$ cat config.mk
export PLATFORM = sky130hd
export DESIGN_NAME = fifo_fair_lock_manager_unit_flat
export DESIGN_NICKNAME = d
export VERILOG_FILES = /design/src/design/flm_pkg.sv /design/src/design/flm_if.sv /design/src/design/flm_ram.sv /design/src/design/flm_core.sv /design/src/design/fifo_fair_lock_manager_unit.sv /design/src/flat_wrapper.sv
export SDC_FILE = /design/constraint.sdc
export NUM_CORES = 1
export LEC_CHECK = 0
export CAP_MARGIN = 20
export CORE_ASPECT_RATIO = 0.9
export CORE_MARGIN = 3
export CORE_UTILIZATION = 52
export DETAILED_ROUTE_END_ITERATION = 10
export DONT_BUFFER_PORTS = 1
export GPL_TIMING_DRIVEN = 0
export PLACE_DENSITY = 0.76
export SLEW_MARGIN = 20
export SYNTH_ARGS = -nofsm -noshare
export SYNTH_HDL_FRONTEND = slang
export SYNTH_SLANG_ARGS = --single-unit
$ cat constraint.sdc
create_clock -name clk -period 5.4 [get_ports clk]
set_input_delay 0 -clock clk [delete_from_list [all_inputs] [get_ports clk]]
set_output_delay 0 -clock clk [all_outputs]
set_load 0.03 [all_outputs]
$ cat src/design/flm_pkg.sv
// ----------------------------------------------------------------------------
// flm_pkg: shared types and constants for the FIFO-fair lock manager
// Result status codes, request modes and the result record.
// ----------------------------------------------------------------------------
`timescale 1ns / 1ps

package flm_pkg;

  localparam int IdPortW  = 8;
  localparam int StatusW  = 3;

  // request mode of an input item
  localparam logic MODE_ACQUIRE = 1'b0;
  localparam logic MODE_RELEASE = 1'b1;

  typedef enum logic [StatusW-1:0] {
    ST_GRANTED      = 3'd0,
    ST_QUEUED       = 3'd1,
    ST_FREED        = 3'd2,
    ST_HANDOFF      = 3'd3,
    ST_FULL         = 3'd4,
    ST_FREE_RELEASE = 3'd5
  } status_t;

  typedef struct packed {
    status_t              status;
    logic                 grant_valid;
    logic [IdPortW-1:0]   grant_id;
  } flm_result_t;

endpackage

$ cat src/design/flm_if.sv
// ----------------------------------------------------------------------------
// flm_if: valid/ready channels of the lock manager
// Request channel (mode, requester id) and result channel.
// ----------------------------------------------------------------------------
`timescale 1ns / 1ps

interface flm_in_if;
  logic       valid;
  logic       ready;
  logic       mode;
  logic [7:0] requester_id;

  modport source (output valid, output mode, output requester_id, input ready);
  modport sink   (input valid, input mode, input requester_id, output ready);
endinterface

interface flm_out_if;
  logic       valid;
  logic       ready;
  logic [2:0] status;
  logic       grant_valid;
  logic [7:0] grant_id;

  modport source (output valid, output status, output grant_valid, output grant_id,
                  input ready);
  modport sink   (input valid, input status, input grant_valid, input grant_id,
                  output ready);
endinterface

$ cat src/design/flm_ram.sv
// ----------------------------------------------------------------------------
// flm_ram: generic single-write, single-read RAM
// One write port, one read port with registered read data.
// ----------------------------------------------------------------------------
`timescale 1ns / 1ps

module flm_ram #(
  parameter int WIDTH = 8,
  parameter int DEPTH = 32
) (
  input  logic                     clk,
  input  logic                     wr_en,
  input  logic [$clog2(DEPTH)-1:0] wr_addr,
  input  logic [WIDTH-1:0]         wr_data,
  input  logic [$clog2(DEPTH)-1:0] rd_addr,
  output logic [WIDTH-1:0]         rd_data
);

  logic [WIDTH-1:0] mem [DEPTH];

  // write, and read of the old contents
  always_ff @(posedge clk) begin
    if (wr_en) begin
      mem[wr_addr] <= wr_data;
    end
    rd_data <= mem[rd_addr];
  end

endmodule

$ cat src/design/flm_core.sv
// ----------------------------------------------------------------------------
// flm_core: lock state and waiter queue
// Decides each request combinationally; keeps the oldest waiter prefetched
// from the waiter RAM so a handoff need not wait for a RAM read.
// ----------------------------------------------------------------------------
`timescale 1ns / 1ps

module flm_core import flm_pkg::*; #(
  parameter int QUEUE_DEPTH = 32,
  parameter int ID_BITS     = 8,
  localparam int PtrW       = $clog2(QUEUE_DEPTH),
  localparam int CntW       = $clog2(QUEUE_DEPTH + 1)
) (
  input  logic               clk,
  input  logic               rst_n,
  input  logic               fire,
  input  logic               mode,
  input  logic [IdPortW-1:0] req_id,
  output flm_result_t        result,
  output logic               ram_wr_en,
  output logic [PtrW-1:0]    ram_wr_addr,
  output logic [ID_BITS-1:0] ram_wr_data,
  output logic [PtrW-1:0]    ram_rd_addr,
  input  logic [ID_BITS-1:0] ram_rd_data
);

  localparam int ExtW = (ID_BITS > IdPortW) ? ID_BITS : IdPortW;

  logic               held_r, held_nxt;
  logic [PtrW-1:0]    head_r, head_nxt;
  logic [PtrW-1:0]    tail_r, tail_nxt;
  logic [CntW-1:0]    count_r, count_nxt;
  logic               byp_v_r, byp_v_nxt;
  logic [ID_BITS-1:0] byp_d_r;
  logic [ExtW-1:0]    id_ext;
  logic [ID_BITS-1:0] id_st;
  logic [ID_BITS-1:0] head_id;
  logic [ExtW-1:0]    head_ext;
  logic [ExtW-1:0]    req_ext;

  function automatic logic [PtrW-1:0] next_slot(input logic [PtrW-1:0] p);
    if (p == PtrW'(QUEUE_DEPTH - 1)) begin
      return '0;
    end
    return p + 1'b1;
  endfunction

  // id kept in ID_BITS bits
  assign id_ext   = ExtW'(req_id);
  assign id_st    = id_ext[ID_BITS-1:0];
  assign req_ext  = ExtW'(id_st);

  // oldest waiter: RAM prefetch, or the entry written at the head last cycle
  assign head_id  = byp_v_r ? byp_d_r : ram_rd_data;
  assign head_ext = ExtW'(head_id);

  // request decision
  always_comb begin
    held_nxt           = held_r;
    head_nxt           = head_r;
    tail_nxt           = tail_r;
    count_nxt          = count_r;
    ram_wr_en          = 1'b0;
    result.status      = ST_FREE_RELEASE;
    result.grant_valid = 1'b0;
    result.grant_id    = '0;
    if (mode == MODE_ACQUIRE) begin
      if (!held_r) begin
        held_nxt           = fire;
        result.status      = ST_GRANTED;
        result.grant_valid = 1'b1;
        result.grant_id    = req_ext[IdPortW-1:0];
      end else if (count_r == CntW'(QUEUE_DEPTH)) begin
        result.status = ST_FULL;
      end else begin
        ram_wr_en     = fire;
        result.status = ST_QUEUED;
        if (fire) begin
          tail_nxt  = next_slot(tail_r);
          count_nxt = count_r + 1'b1;
        end
      end
    end else begin
      if (!held_r) begin
        result.status = ST_FREE_RELEASE;
      end else if (count_r != '0) begin
        result.status      = ST_HANDOFF;
        result.grant_valid = 1'b1;
        result.grant_id    = head_ext[IdPortW-1:0];
        if (fire) begin
          head_nxt  = next_slot(head_r);
          count_nxt = count_r - 1'b1;
        end
      end else begin
        result.status = ST_FREED;
        if (fire) begin
          held_nxt = 1'b0;
        end
      end
    end
  end

  // RAM: push at tail, keep reading the next head
  assign ram_wr_addr = tail_r;
  assign ram_wr_data = id_st;
  assign ram_rd_addr = head_nxt;
  assign byp_v_nxt   = ram_wr_en && (tail_r == head_nxt);

  always_ff @(posedge clk) begin
    if (!rst_n) begin
      held_r  <= 1'b0;
      head_r  <= '0;
      tail_r  <= '0;
      count_r <= '0;
      byp_v_r <= 1'b0;
    end else begin
      held_r  <= held_nxt;
      head_r  <= head_nxt;
      tail_r  <= tail_nxt;
      count_r <= count_nxt;
      byp_v_r <= byp_v_nxt;
    end
    byp_d_r <= id_st;
  end

`ifndef SYNTHESIS
  a_count_range: assert property (@(posedge clk) disable iff (!rst_n)
    count_r <= CntW'(QUEUE_DEPTH))
    else $error("waiter count above queue depth");

  a_waiters_need_holder: assert property (@(posedge clk) disable iff (!rst_n)
    (count_r != '0) |-> held_r)
    else $error("waiters queued on a free lock");

  a_queue_push: assert property (@(posedge clk) disable iff (!rst_n)
    (fire && result.status == ST_QUEUED) |=> (count_r == $past(count_r) + 1'b1))
    else $error("queued item did not grow the waiter count");

  a_handoff_pop: assert property (@(posedge clk) disable iff (!rst_n)
    (fire && result.status == ST_HANDOFF) |=>
      (count_r == $past(count_r) - 1'b1) && held_r)
    else $error("handoff did not pop a waiter");
`endif

endmodule

$ cat src/design/fifo_fair_lock_manager_unit.sv
// ----------------------------------------------------------------------------
// fifo_fair_lock_manager_unit: FIFO-fair lock with a waiter queue
// An accepted item is decided in the input register; its result is held in
// the result register until taken. Throughput: 1 item per cycle while the
// output is not stalled; the lock state and the waiter RAM read port each
// update once per cycle, with the oldest waiter prefetched.
// Reset (rst_n low, synchronous): lock free, queue empty; the waiter RAM
// is not cleared, and no entry is read before it is written.
// ----------------------------------------------------------------------------
`timescale 1ns / 1ps

module fifo_fair_lock_manager_unit import flm_pkg::*; #(
  parameter int QUEUE_DEPTH = 32,
  parameter int ID_BITS     = 8
) (
  input  logic      clk,
  input  logic      rst_n,
  flm_in_if.sink    in_ch,
  flm_out_if.source out_ch
);

  localparam int PtrW = $clog2(QUEUE_DEPTH);

  logic               item_v_r;
  logic               mode_r;
  logic [IdPortW-1:0] id_r;
  logic               out_v_r;
  flm_result_t        res_r;
  flm_result_t        res;
  logic               fire;
  logic               ram_wr_en;
  logic [PtrW-1:0]    ram_wr_addr;
  logic [ID_BITS-1:0] ram_wr_data;
  logic [PtrW-1:0]    ram_rd_addr;
  logic [ID_BITS-1:0] ram_rd_data;

  // an item in the input register is decided when the result register frees
  assign fire        = item_v_r && (!out_v_r || out_ch.ready);
  assign in_ch.ready = !item_v_r || fire;

  // input register
  always_ff @(posedge clk) begin
    if (!rst_n) begin
      item_v_r <= 1'b0;
    end else if (in_ch.ready) begin
      item_v_r <= in_ch.valid;
    end
    if (in_ch.valid && in_ch.ready) begin
      mode_r <= in_ch.mode;
      id_r   <= in_ch.requester_id;
    end
  end

  flm_core #(
    .QUEUE_DEPTH (QUEUE_DEPTH),
    .ID_BITS     (ID_BITS)
  ) u_core (
    .clk         (clk),
    .rst_n       (rst_n),
    .fire        (fire),
    .mode        (mode_r),
    .req_id      (id_r),
    .result      (res),
    .ram_wr_en   (ram_wr_en),
    .ram_wr_addr (ram_wr_addr),
    .ram_wr_data (ram_wr_data),
    .ram_rd_addr (ram_rd_addr),
    .ram_rd_data (ram_rd_data)
  );

  flm_ram #(
    .WIDTH (ID_BITS),
    .DEPTH (QUEUE_DEPTH)
  ) u_waiters (
    .clk     (clk),
    .wr_en   (ram_wr_en),
    .wr_addr (ram_wr_addr),
    .wr_data (ram_wr_data),
    .rd_addr (ram_rd_addr),
    .rd_data (ram_rd_data)
  );

  // result register
  always_ff @(posedge clk) begin
    if (!rst_n) begin
      out_v_r <= 1'b0;
    end else if (fire) begin
      out_v_r <= 1'b1;
    end else if (out_ch.ready) begin
      out_v_r <= 1'b0;
    end
    if (fire) begin
      res_r <= res;
    end
  end

  assign out_ch.valid       = out_v_r;
  assign out_ch.status      = res_r.status;
  assign out_ch.grant_valid = res_r.grant_valid;
  assign out_ch.grant_id    = res_r.grant_id;

endmodule
$ cat src/flat_wrapper.sv
// flat-port wrapper written by rule: the top's interface ports become plain ports
module fifo_fair_lock_manager_unit_flat import flm_pkg::*;
#(
  parameter int QUEUE_DEPTH = 32,
  parameter int ID_BITS     = 8
)
  (clk, rst_n, in_ch_valid, in_ch_mode, in_ch_requester_id, in_ch_ready, out_ch_valid, out_ch_status, out_ch_grant_valid, out_ch_grant_id, out_ch_ready);
  flm_in_if in_ch_i ();
  flm_out_if out_ch_i ();
  input  logic clk;
  input  logic rst_n;
  input wire logic [$bits(in_ch_i.valid)-1:0] in_ch_valid;
  input wire logic [$bits(in_ch_i.mode)-1:0] in_ch_mode;
  input wire logic [$bits(in_ch_i.requester_id)-1:0] in_ch_requester_id;
  output wire logic [$bits(in_ch_i.ready)-1:0] in_ch_ready;
  output wire logic [$bits(out_ch_i.valid)-1:0] out_ch_valid;
  output wire logic [$bits(out_ch_i.status)-1:0] out_ch_status;
  output wire logic [$bits(out_ch_i.grant_valid)-1:0] out_ch_grant_valid;
  output wire logic [$bits(out_ch_i.grant_id)-1:0] out_ch_grant_id;
  input wire logic [$bits(out_ch_i.ready)-1:0] out_ch_ready;
  assign in_ch_i.valid = in_ch_valid;
  assign in_ch_i.mode = in_ch_mode;
  assign in_ch_i.requester_id = in_ch_requester_id;
  assign in_ch_ready = in_ch_i.ready;
  assign out_ch_valid = out_ch_i.valid;
  assign out_ch_status = out_ch_i.status;
  assign out_ch_grant_valid = out_ch_i.grant_valid;
  assign out_ch_grant_id = out_ch_i.grant_id;
  assign out_ch_i.ready = out_ch_ready;
  fifo_fair_lock_manager_unit #(.QUEUE_DEPTH(QUEUE_DEPTH), .ID_BITS(ID_BITS)) u_core (.clk(clk), .rst_n(rst_n), .in_ch(in_ch_i), .out_ch(out_ch_i));
endmodule
======== Word level (Yosys, flattened, before mapping) ========
Memory sizes are Yosys's and may differ from the RTL's. A register that Yosys moved wholly into a read port is not among the register bits.
Index checks and enable logic that the tools add are counted.
W data, S select, Z words.
word-level totals
  output and inout port bits .............. 14
  memories kept ........................... 1
  RAM bits ................................ 256
  register bits ........................... 49
  word-level logic and storage cells ...... 83
memories
  name                  words  width  read ports  clocked after Yosys merged registers in  write ports  RTL line       RTL
  u_core.u_waiters.mem  32     8      1           1                                        1            flm_ram.sv:19  logic [WIDTH-1:0] mem [DEPTH];
operators by class
  eq/ne operators ......................... 6
  mux-type cells .......................... 46
  add/sub/neg operators ................... 4
  reduce and logical (&&, ||, !) cells .... 11
  bitwise logic cells ..................... 2
operators with widths
  operator               count
  $mux W6                7
  $mux W5                8
  $mux W9                3
  $mux W1                23
  $mux W12               1
  $add A5 B1 Y5 const B  2
  $eq A5 B5 Y1 const B   2
  $mux W3                3
  $mux W8                1
  $reduce_and A4 Y1      2
  $add A6 B1 Y6 const B  1
  $eq A6 B6 Y1 const B   1
  $reduce_bool A6 Y1     1
  $sub A6 B1 Y6 const B  1
  $eq A5 B5 Y1           1
  $logic_and A1 B1 Y1    3
  $logic_not A1 Y1       2
  $logic_or A1 B1 Y1     2
  $ne A2 B1 Y1 const B   1
  $ne A2 B2 Y1 const B   1
  $not A1 Y1             2
  $reduce_bool A2 Y1     1

======== Longest topological paths before layout ========
Gate-level depths: netlist (run 1).
  depth in word-level cells ............... 14
  gate-level depth with buffers ........... 12
  depth with buffers taken out ............ 10

======== Hierarchy ========
A second synthesis (run 1) with hierarchy kept.
unflattened totals
  cell total of the unflattened synthesis .. 622
  area total of the unflattened synthesis .. 12,344.3 um^2
modules (own cells, without submodules)
  module                       area each (um^2)  cells an instance  times used
  flm_ram                      10,053.4          417                1
  flm_core                     1,556.5           175                1
  fifo_fair_lock_manager_unit  734.5             30                 1

======== Least setup slack after synthesis (run 1) ========
OpenSTA, ideal clock, no wires.
  kind .................................... register to register
  start ................................... reg u_core.u_core.head_r[1]
  end ..................................... reg u_core.u_waiters.rd_data[0], read port of u_core.u_waiters.mem
  buffers on the path ..................... 1
  data arrival time ....................... 2,570 ps
  path slack .............................. 2,766 ps
  required time ........................... 5,336 ps
  stages on the path, launching flop included .. 12
  cell sequence ........................... dfxtp_1 > ha_1 > and3_1 > ha_1 > nor3b_1 > nand3_1 > o21ai_1 > or3b_1 > buf_2 > a211oi_1 > a31oi_1 > nand4_1
on the way
  word-level cells in the longest chain between the ends .. 11
RTL lines
  what                    RTL line         RTL
  start, declared         flm_core.sv:30   logic [PtrW-1:0] head_r, head_nxt;
  start signal, assigned  flm_core.sv:118  head_r <= head_nxt;
  $eq A5 B5 Y1            flm_core.sv:42   if (p == PtrW'(QUEUE_DEPTH - 1)) begin
  $mux W1                 flm_core.sv:42
  $mux W1                 flm_core.sv:90   if (fire) begin
  $mux W1                 flm_core.sv:86   end else if (count_r != '0) begin
  $mux W1                 flm_core.sv:84   if (!held_r) begin
  $mux W1                 flm_core.sv:67   if (mode == MODE_ACQUIRE) begin
  $mux W5                 flm_core.sv:45   return p + 1'b1;
  $mux W5                 flm_core.sv:90
  $mux W5                 flm_core.sv:86
  $mux W5                 flm_core.sv:84
  $mux W5 (*)             flm_core.sv:67
  end, declared           flm_ram.sv:16    output logic [WIDTH-1:0] rd_data
Mark *: on every way between the ends. The rest lies on a longest branch, timed or not. The select of a mux whose other input is x is not followed.
A chain may end at the register's enable or synchronous reset.

======== Worst setup path in the final report (run 1) ========
  start ................................... reg u_core.u_core.head_r[1]
  end ..................................... reg u_core.u_waiters.rd_data[1], read port of u_core.u_waiters.mem
The elaborated chain is that of the path after synthesis.

==> flow_summary.json, run 1 <==
{
  "path_buf_inv": 1,
  "crit_family": "simple AND/OR/NAND/NOR gates",
  "num-fill-cells": 1778,
  "insertion_delay_ns": 0.56,
  "place_congestion": 0.935,
  "p_per_area_nw_per_um2": 334,
  "firstDrtPassIters": 5,
  "fin_skew_ns": 0.0197,
  "cpMaxStageDelayCell": "o21ai_1",
  "cts_tree": "built",
  "synth_ff_type": "edfxtp_1",
  "peakVddDrop_mv": 0.263,
  "die_area_um2": 26300,
  "rr_endpoint": "u_core.u_waiters.rd_data[1]$_DFF_P_",
  "worst_slew_pin_slew_ns": 1.14,
  "reg2reg_slack_ns": 1.80,
  "post-place-cells": 1289,
  "rows": 53,
  "final-setup-viol-count": 0,
  "grt_pass1_vias": 7836,
  "fin_crit_sh": 0.667,
  "final.setup.tns_ns": 0,
  "drv_cap": 0,
  "grt_pass1_wl_um": 47100,
  "synthArstFlopShare": 0,
  "finalHoldViolations": 0,
  "worstPathArrival_ns": 4.07,
  "slew_headroom": 0.234,
  "drtIter0Drc": 1014,
  "vias": 8235,
  "ant_nets": 0,
  "dp_hpwl_um": 20800,
  "whs_path_depth": 1,
  "rsz0062_at_grt": "no",
  "drt-vias-per-instance": 6.06,
  "yosysUniqueCellTypes": 53,
  "slowest_delay_ns": 0.46,
  "fmax_mhz": 277,
  "path_class": "flip-flop to flip-flop",
  "route.met2.wl_um": 14100,
  "syn_area_um2": 12700,
  "ff2ff_path_depth": 11,
  "cp_max_fo": 8,
  "drt-total-wl_um": 31100,
  "antenna_found_initial": 0,
  "diodes": 0,
  "cts_root_buf": "clkbuf_16",
  "grt-ovfl-total": 0,
  "start_util": 0.536,
  "syn_nets": 1001,
  "synth_cells": 976,
  "hold_path_class": "primary input to flip-flop",
  "seq_area_frac_synth": 0.712,
  "cpMostUsedCell": "ha_1",
  "cp.required_ns": 5.87,
  "status": "finished, final reports clean",
  "final_cell_count_no_fill": 1360,
  "crit_chain": "ha_1, and3_1, ha_1, nor3b_1, nand3_1, o21ai_1, or3b_1, buf_2, a211oi_1, a31oi_1, nand4_1",
  "die_h_um": 154,
  "drive_above_1_share": 0.0860,
  "top_layer_used": "met4",
  "critPathLaunchType": "flip-flop",
  "postCtsSetupRepairBufs": 0,
  "fin_crit_ns": 3.60,
  "grt_max_degree": 23,
  "synth_seq_cells": 313,
  "coreArea_um2": 23700,
  "cp.depth": 11,
  "leakage_nw": 4.79,
  "regArea_um2": 9040,
  "dr_wl_met3_um": 3210,
  "clk_path_buf_depth": 3,
  "ys_warn_count": 0,
  "track_usage": 0.238,
  "post_drt_wl_per_cell_um": 22.9,
  "portBuffers": 0,
  "ios": 27,
  "cts_sinks": 313,
  "h-tree-depth": 1,
  "synth-edff-count": 277,
  "end_kind": "flip-flop",
  "worst_hold_path.endpoint": "u_core.id_r[7]$_DFFE_PP_",
  "multi_input_area_um2": 3370,
  "holdCritStartpoint": "in_ch_requester_id[7]",
  "numCtsBuffers": 30,
  "drv_slew": 0,
  "synth_area_per_cell_um2": 13.0,
  "area_growth_pct": 13.1,
  "wirelength_met1_um": 12900,
  "clk_pin_slew_ns": 0.06,
  "fp.dieW_um": 171,
  "layout.nets": 1059,
  "drc": 0,
  "reg2reg_from": "u_core.u_core.head_r[1]$_SDFF_PN0_"
}
-- through the flow --
stage | setup slack, ns | util | area, um^2 | power [mW] | hold slack (ns)
CTS | 1.85 | 0.607 | 14400 | 4.82 | 0.0551
detailed placement | 1.87 | 0.560 | 13300 | 2.81 | 0.0989
global route | 1.43 | 0.607 | 14400 | 4.93 | 0.0632
finish | 1.80 | 0.607 | 14400 | 4.80 | 0.0670
floorplan | 2.77 | - | 12700 | 2.76 | 0.0989
global placement | 1.91 | 0.552 | 13100 | 2.79 | 0.0989
-- flip-flops by register name, summed over array words and instances (netlist names), 3 cells and up --
name / cells
u_core.u_waiters.mem: 256
u_core.id_r: 8
u_core.out_ch.grant_id: 8
u_core.u_core.byp_d_r: 8
u_core.u_waiters.rd_data: 8
u_core.u_core.count_r: 6
u_core.u_core.head_r: 5
u_core.u_core.ram_wr_addr: 5
u_core.out_ch.status: 3
-- worst max path at each step --
stage / startpoint / to / slack, ns
after detailed placement: u_core.out_ch.valid$_SDFFE_PN0P_ / u_core.u_waiters.rd_data[2]$_DFF_P_ / 1.87
after global placement: u_core.out_ch.valid$_SDFFE_PN0P_ / u_core.u_waiters.rd_data[4]$_DFF_P_ / 1.91
after CTS: u_core.out_ch.valid$_SDFFE_PN0P_ / u_core.u_waiters.rd_data[2]$_DFF_P_ / 1.85
after global routing: u_core.out_ch.valid$_SDFFE_PN0P_ / u_core.u_waiters.rd_data[2]$_DFF_P_ / 1.43
final: u_core.u_core.head_r[1]$_SDFF_PN0_ / u_core.u_waiters.rd_data[1]$_DFF_P_ / 1.80
after floorplan: u_core.u_core.head_r[1]$_SDFF_PN0_ / u_core.u_waiters.rd_data[0]$_DFF_P_ / 2.77
-- synth_stat cells, types with 2 or more instances --
library cell | n | area share
mux2i_1 | 27 | 0.021
edfxtp_1 | 277 | 0.66
dfxtp_1 | 36 | 0.057
buf_2 | 25 | 0.0099
nand2_1 | 155 | 0.046
o21ai_0 | 15 | 0.0059
nand3b_1 | 5 | 0.0030
a21o_1 | 2 | 0.0012
o22ai_1 | 2 | 0.00099
clkbuf_1 | 26 | 0.0077
inv_1 | 9 | 0.0027
a21boi_0 | 3 | 0.0018
ha_1 | 11 | 0.011
xor2_1 | 2 | 0.0014
and2_1 | 7 | 0.0034
and3_1 | 20 | 0.0099
nor2b_1 | 10 | 0.0049
nor2_1 | 89 | 0.026
nand3_1 | 103 | 0.041
o21a_1 | 3 | 0.0018
a21oi_1 | 13 | 0.0051
xnor2_1 | 9 | 0.0062
a31oi_1 | 34 | 0.017
buf_6 | 3 | 0.0027
nor3_1 | 4 | 0.0016
nand4_1 | 10 | 0.0049
o31ai_1 | 2 | 0.0012
o21ai_1 | 2 | 0.00079
o2111ai_1 | 16 | 0.011
a211oi_1 | 32 | 0.019
or3_1 | 2 | 0.00099
-- cell families after synthesis --
family                   count (synthesis)  synth area share
multiplexers                            29            0.0242
AND/OR/NAND/NOR                        413             0.147
adder cells (fa/ha/maj)                 12            0.0124
XOR/XNOR                                11           0.00759
buffers and inverters                   64            0.0232
AO/OA/AOI/OAI                          134            0.0738
flip-flops                             313             0.712
-- layout by cell type (no fill, tap or decap), types with 15 or more instances in the layout --
| master | count |
|---|---|
| edfxtp_1 | 277 |
| nand2_1 | 155 |
| nand3_1 | 103 |
| nor2_1 | 89 |
| dfxtp_1 | 36 |
| clkbuf_1 | 34 |
| a31oi_1 | 34 |
| a211oi_1 | 32 |
| clkbuf_16 | 31 |
| mux2i_1 | 27 |
| buf_2 | 25 |
| and3_1 | 20 |
| o2111ai_1 | 16 |
| o21ai_0 | 15 |
| dlygate4sd3_1 | 15 |
-- report_power, final --
part           total [mW]  switching [mW]  internal, mW
Sequential           2.68          0.0314          2.65
Combinational      0.0862          0.0546        0.0316
Clock                2.03           0.860          1.17
Total                4.80           0.946          3.85
-- what timing repair did --
action / CTS / global route
gates resized for setup: 0 / 0
hold buffers: 15 / 0
hold endpoints to repair: 38 / 0
-- metal layers --
layer,GRT usage,vias up
li1,-,3758
met4,0.0684,0
met3,0.0567,70
met2,0.358,433
met5,0,-
met1,0.349,3974
-- area by class of cell --
type | count | share of cell area
Clock buffer | 41 | 0.0580
Buffer | 55 | 0.0181
Sequential cell | 313 | 0.629
Timing Repair Buffer | 26 | 0.0226
Tap cell | 302 | 0.0263
Multi-Input combinational cell | 599 | 0.234
Clock inverter | 15 | 0.00923
Inverter | 9 | 0.00235
No activity file was read; power rests on OpenSTA's default activity.
==> run 2, diff against run 1 <==
Settings changed: PLACE_DENSITY 0.76 to 0.79.
Clock period 5.4 ns to 3 ns, I/O delays scaled along.
==> run 2 against run 1 <==
Effect of this change: the run now ends with setup timing left; die area unchanged; count of clock-buffer cells in the layout did not move; global-route usage grew 0.56 points; total power up 82%; combinational power up 100%; clock power increased by 83%; maximum frequency increased by 17%; sequential cell count unchanged; routed wire length increased by 9.6%; sequential power up 80%; sequential share of layout area decreased by 3.0 points; largest cell class unchanged.
==> flow_summary.json, run 2 (synthesized netlist as in run 1, its figures left out) <==
{
  "status": "finished with violations",
  "failed_checks": "setup timing",
  "hold_path_class": "primary input to flip-flop",
  "seqPwrFrac": 0.553,
  "power_switching_mw": 1.76,
  "fin_skew_ns": 0.0175,
  "finish.utilization": 0.637,
  "p_sw_frac": 0.202,
  "post_drt_wl_per_cell_um": 24.7,
  "cts_sinks": 313,
  "num-fill-cells": 1591,
  "h-tree-depth": 1,
  "fin_crit_sh": 1.03,
  "p_per_area_nw_per_um2": 578,
  "ant_nets": 0,
  "drv_slew": 0,
  "layout_commonest_cell": "edfxtp_1",
  "drive_above_1_share": 0.208,
  "cts_tree": "built",
  "fmax_mhz": 325,
  "fin_crit_ns": 3.08,
  "clk_path_buf_depth": 3,
  "die_area_um2": 26300,
  "drt-vias-per-instance": 6.48,
  "whs_path_depth": 1,
  "grt_pass1_vias": 8384,
  "peakVddDrop_mv": 0.458,
  "leakage_nw": 5.03,
  "cts_root_buf": "clkbuf_16",
  "vias": 8941,
  "drt-total-wl_um": 34100,
  "place_congestion": 0.954,
  "clk_pin_slew_ns": 0.07,
  "drv_cap": 0,
  "ff2ff_path_depth": 11,
  "final_area_um2": 15100,
  "worstPathArrival_ns": 3.56,
  "portBuffers": 0,
  "multi_input_area_um2": 3840,
  "dp_hpwl_um": 20600,
  "drtIter0Drc": 1368,
  "area_growth_pct": 18.8,
  "worst_slew_pin_slew_ns": 0.895,
  "placed_area_um2": 13300,
  "critPathLaunchType": "flip-flop",
  "grt_max_degree": 22,
  "largest_register": "u_core.u_waiters.mem",
  "final_cell_count_no_fill": 1379,
  "regArea_um2": 9040,
  "path_class": "flip-flop to flip-flop",
  "final-setup-viol-count": 9,
  "end_kind": "flip-flop",
  "largest_reg_flops": 256,
  "track_usage": 0.243,
  "timing.hold.ws_ns": 0.0670,
  "power_mw": 8.72,
  "numCtsBuffers": 30,
  "die_h_um": 154,
  "ios": 27,
  "rows": 53,
  "drc": 0,
  "cp.required_ns": 3.48,
  "final.setup.tns_ns": -0.263,
  "finalHoldViolations": 0,
  "firstDrtPassIters": 6,
  "grt_pass1_wl_um": 48900,
  "start_util": 0.536,
  "worst_slack_ns": -0.0806,
  "rsz0062_at_grt": "yes",
  "diodes": 0,
  "pwr-share-comb": 0.020,
  "holdCritStartpoint": "in_ch_requester_id[0]",
  "slew_headroom": 0.403,
  "final_cell_mix": "edfxtp_1 (277), nand2_1 (150), nand3_1 (100)",
  "layout.nets": 1082,
  "fp.dieW_um": 171,
  "reg2reg_slack_ns": -0.08,
  "intPower_mw": 6.96,
  "pwr-share-clk": 0.427,
  "post-place-cells": 1288,
  "coreArea_um2": 23700,
  "cp_max_fo": 8,
  "grt-ovfl-total": 0,
  "rr_endpoint": "u_core.u_waiters.rd_data[6]$_DFF_P_",
  "reg2reg_from": "u_core.u_core.count_r[4]$_SDFFE_PN0P_",
  "worst_hold_path.endpoint": "u_core.id_r[0]$_DFFE_PP_",
  "insertion_delay_ns": 0.56,
  "place_ws_ns": -0.527,
  "antenna_found_initial": 0
}
[run 2: cell types whose count changed in the layout (fill, tap and decap cells not counted), sizes merged]
cell	delta
clkinv	-1
bufinv	-2
clkbuf	+2
clkinvlp	-1
buf	+21
[run 2: worst max-delay path: stages (launching register included)]
cell and delay (ns):
dfxtp_2 0.33, or4_4 0.58, o31a_1 0.39, buf_4 0.17, nand3_4 0.06, a21boi_4 0.31
buf_6 0.14, nand3b_1 0.26, buf_4 0.24, a211oi_2 0.24, a31oi_1 0.10, nand4_1 0.18
[run 2: worst max path at each step]
stage | startpoint | end | slack (ns) | cells past startpoint
after floorplan | u_core.u_core.head_r[1]$_SDFF_PN0_ | u_core.u_waiters.rd_data[0]$_DFF_P_ | 0.37 | 11
after global placement | u_core.out_ch.valid$_SDFFE_PN0P_ | u_core.u_waiters.rd_data[6]$_DFF_P_ | -0.47 | 10
after detailed placement | u_core.out_ch.valid$_SDFFE_PN0P_ | u_core.u_waiters.rd_data[6]$_DFF_P_ | -0.53 | 10
after CTS | u_core.out_ch.valid$_SDFFE_PN0P_ | u_core.u_waiters.mem[21][5]$_DFFE_PP_ | -0.15 | 7
after global routing | u_core.u_core.count_r[4]$_SDFFE_PN0P_ | u_core.u_waiters.rd_data[6]$_DFF_P_ | -0.11 | 11
final | u_core.u_core.count_r[4]$_SDFFE_PN0P_ | u_core.u_waiters.rd_data[6]$_DFF_P_ | -0.08 | 11
[run 2: per-layer routing]
metal | up-vias | GRT usage | share of wire
li1 | 3802 | - | -
met1 | 4332 | 0.332 | 0.37
met2 | 653 | 0.385 | 0.46
met3 | 154 | 0.0519 | 0.11
met4 | 0 | 0.0966 | 0.056
met5 | - | 0 | 0
[run 2: what timing repair did]
| item | CTS | global route |
|---|---|---|
| hold endpoints to repair | 38 | 0 |
| setup endpoints to repair | 265 | 265 |
| hold buffers | 15 | 0 |
| resized for setup | 42 | 111 |
| pin swaps | 1 | 16 |
| setup buffers | 4 | 20 |
[run 2: power groups by stage]
stage | Combinational (mW) | Sequential [mW] | Clock (mW)
detailed placement | 0.136 | 4.91 | 0
finish | 0.174 | 4.82 | 3.72
global placement | 0.0607 | 4.96 | 0
global route | 0.183 | 4.83 | 3.88
floorplan | 0.0485 | 4.91 | 0
CTS | 0.157 | 4.82 | 3.72
[run 2: layout make-up]
class / count / share of cell area
Clock buffer: 41 / 0.0609
Timing Repair Buffer: 49 / 0.0337
Inverter: 9 / 0.00249
Buffer: 55 / 0.0201
Tap cell: 302 / 0.0250
Multi-Input combinational cell: 599 / 0.254
Clock inverter: 11 / 0.00415
Sequential cell: 313 / 0.599
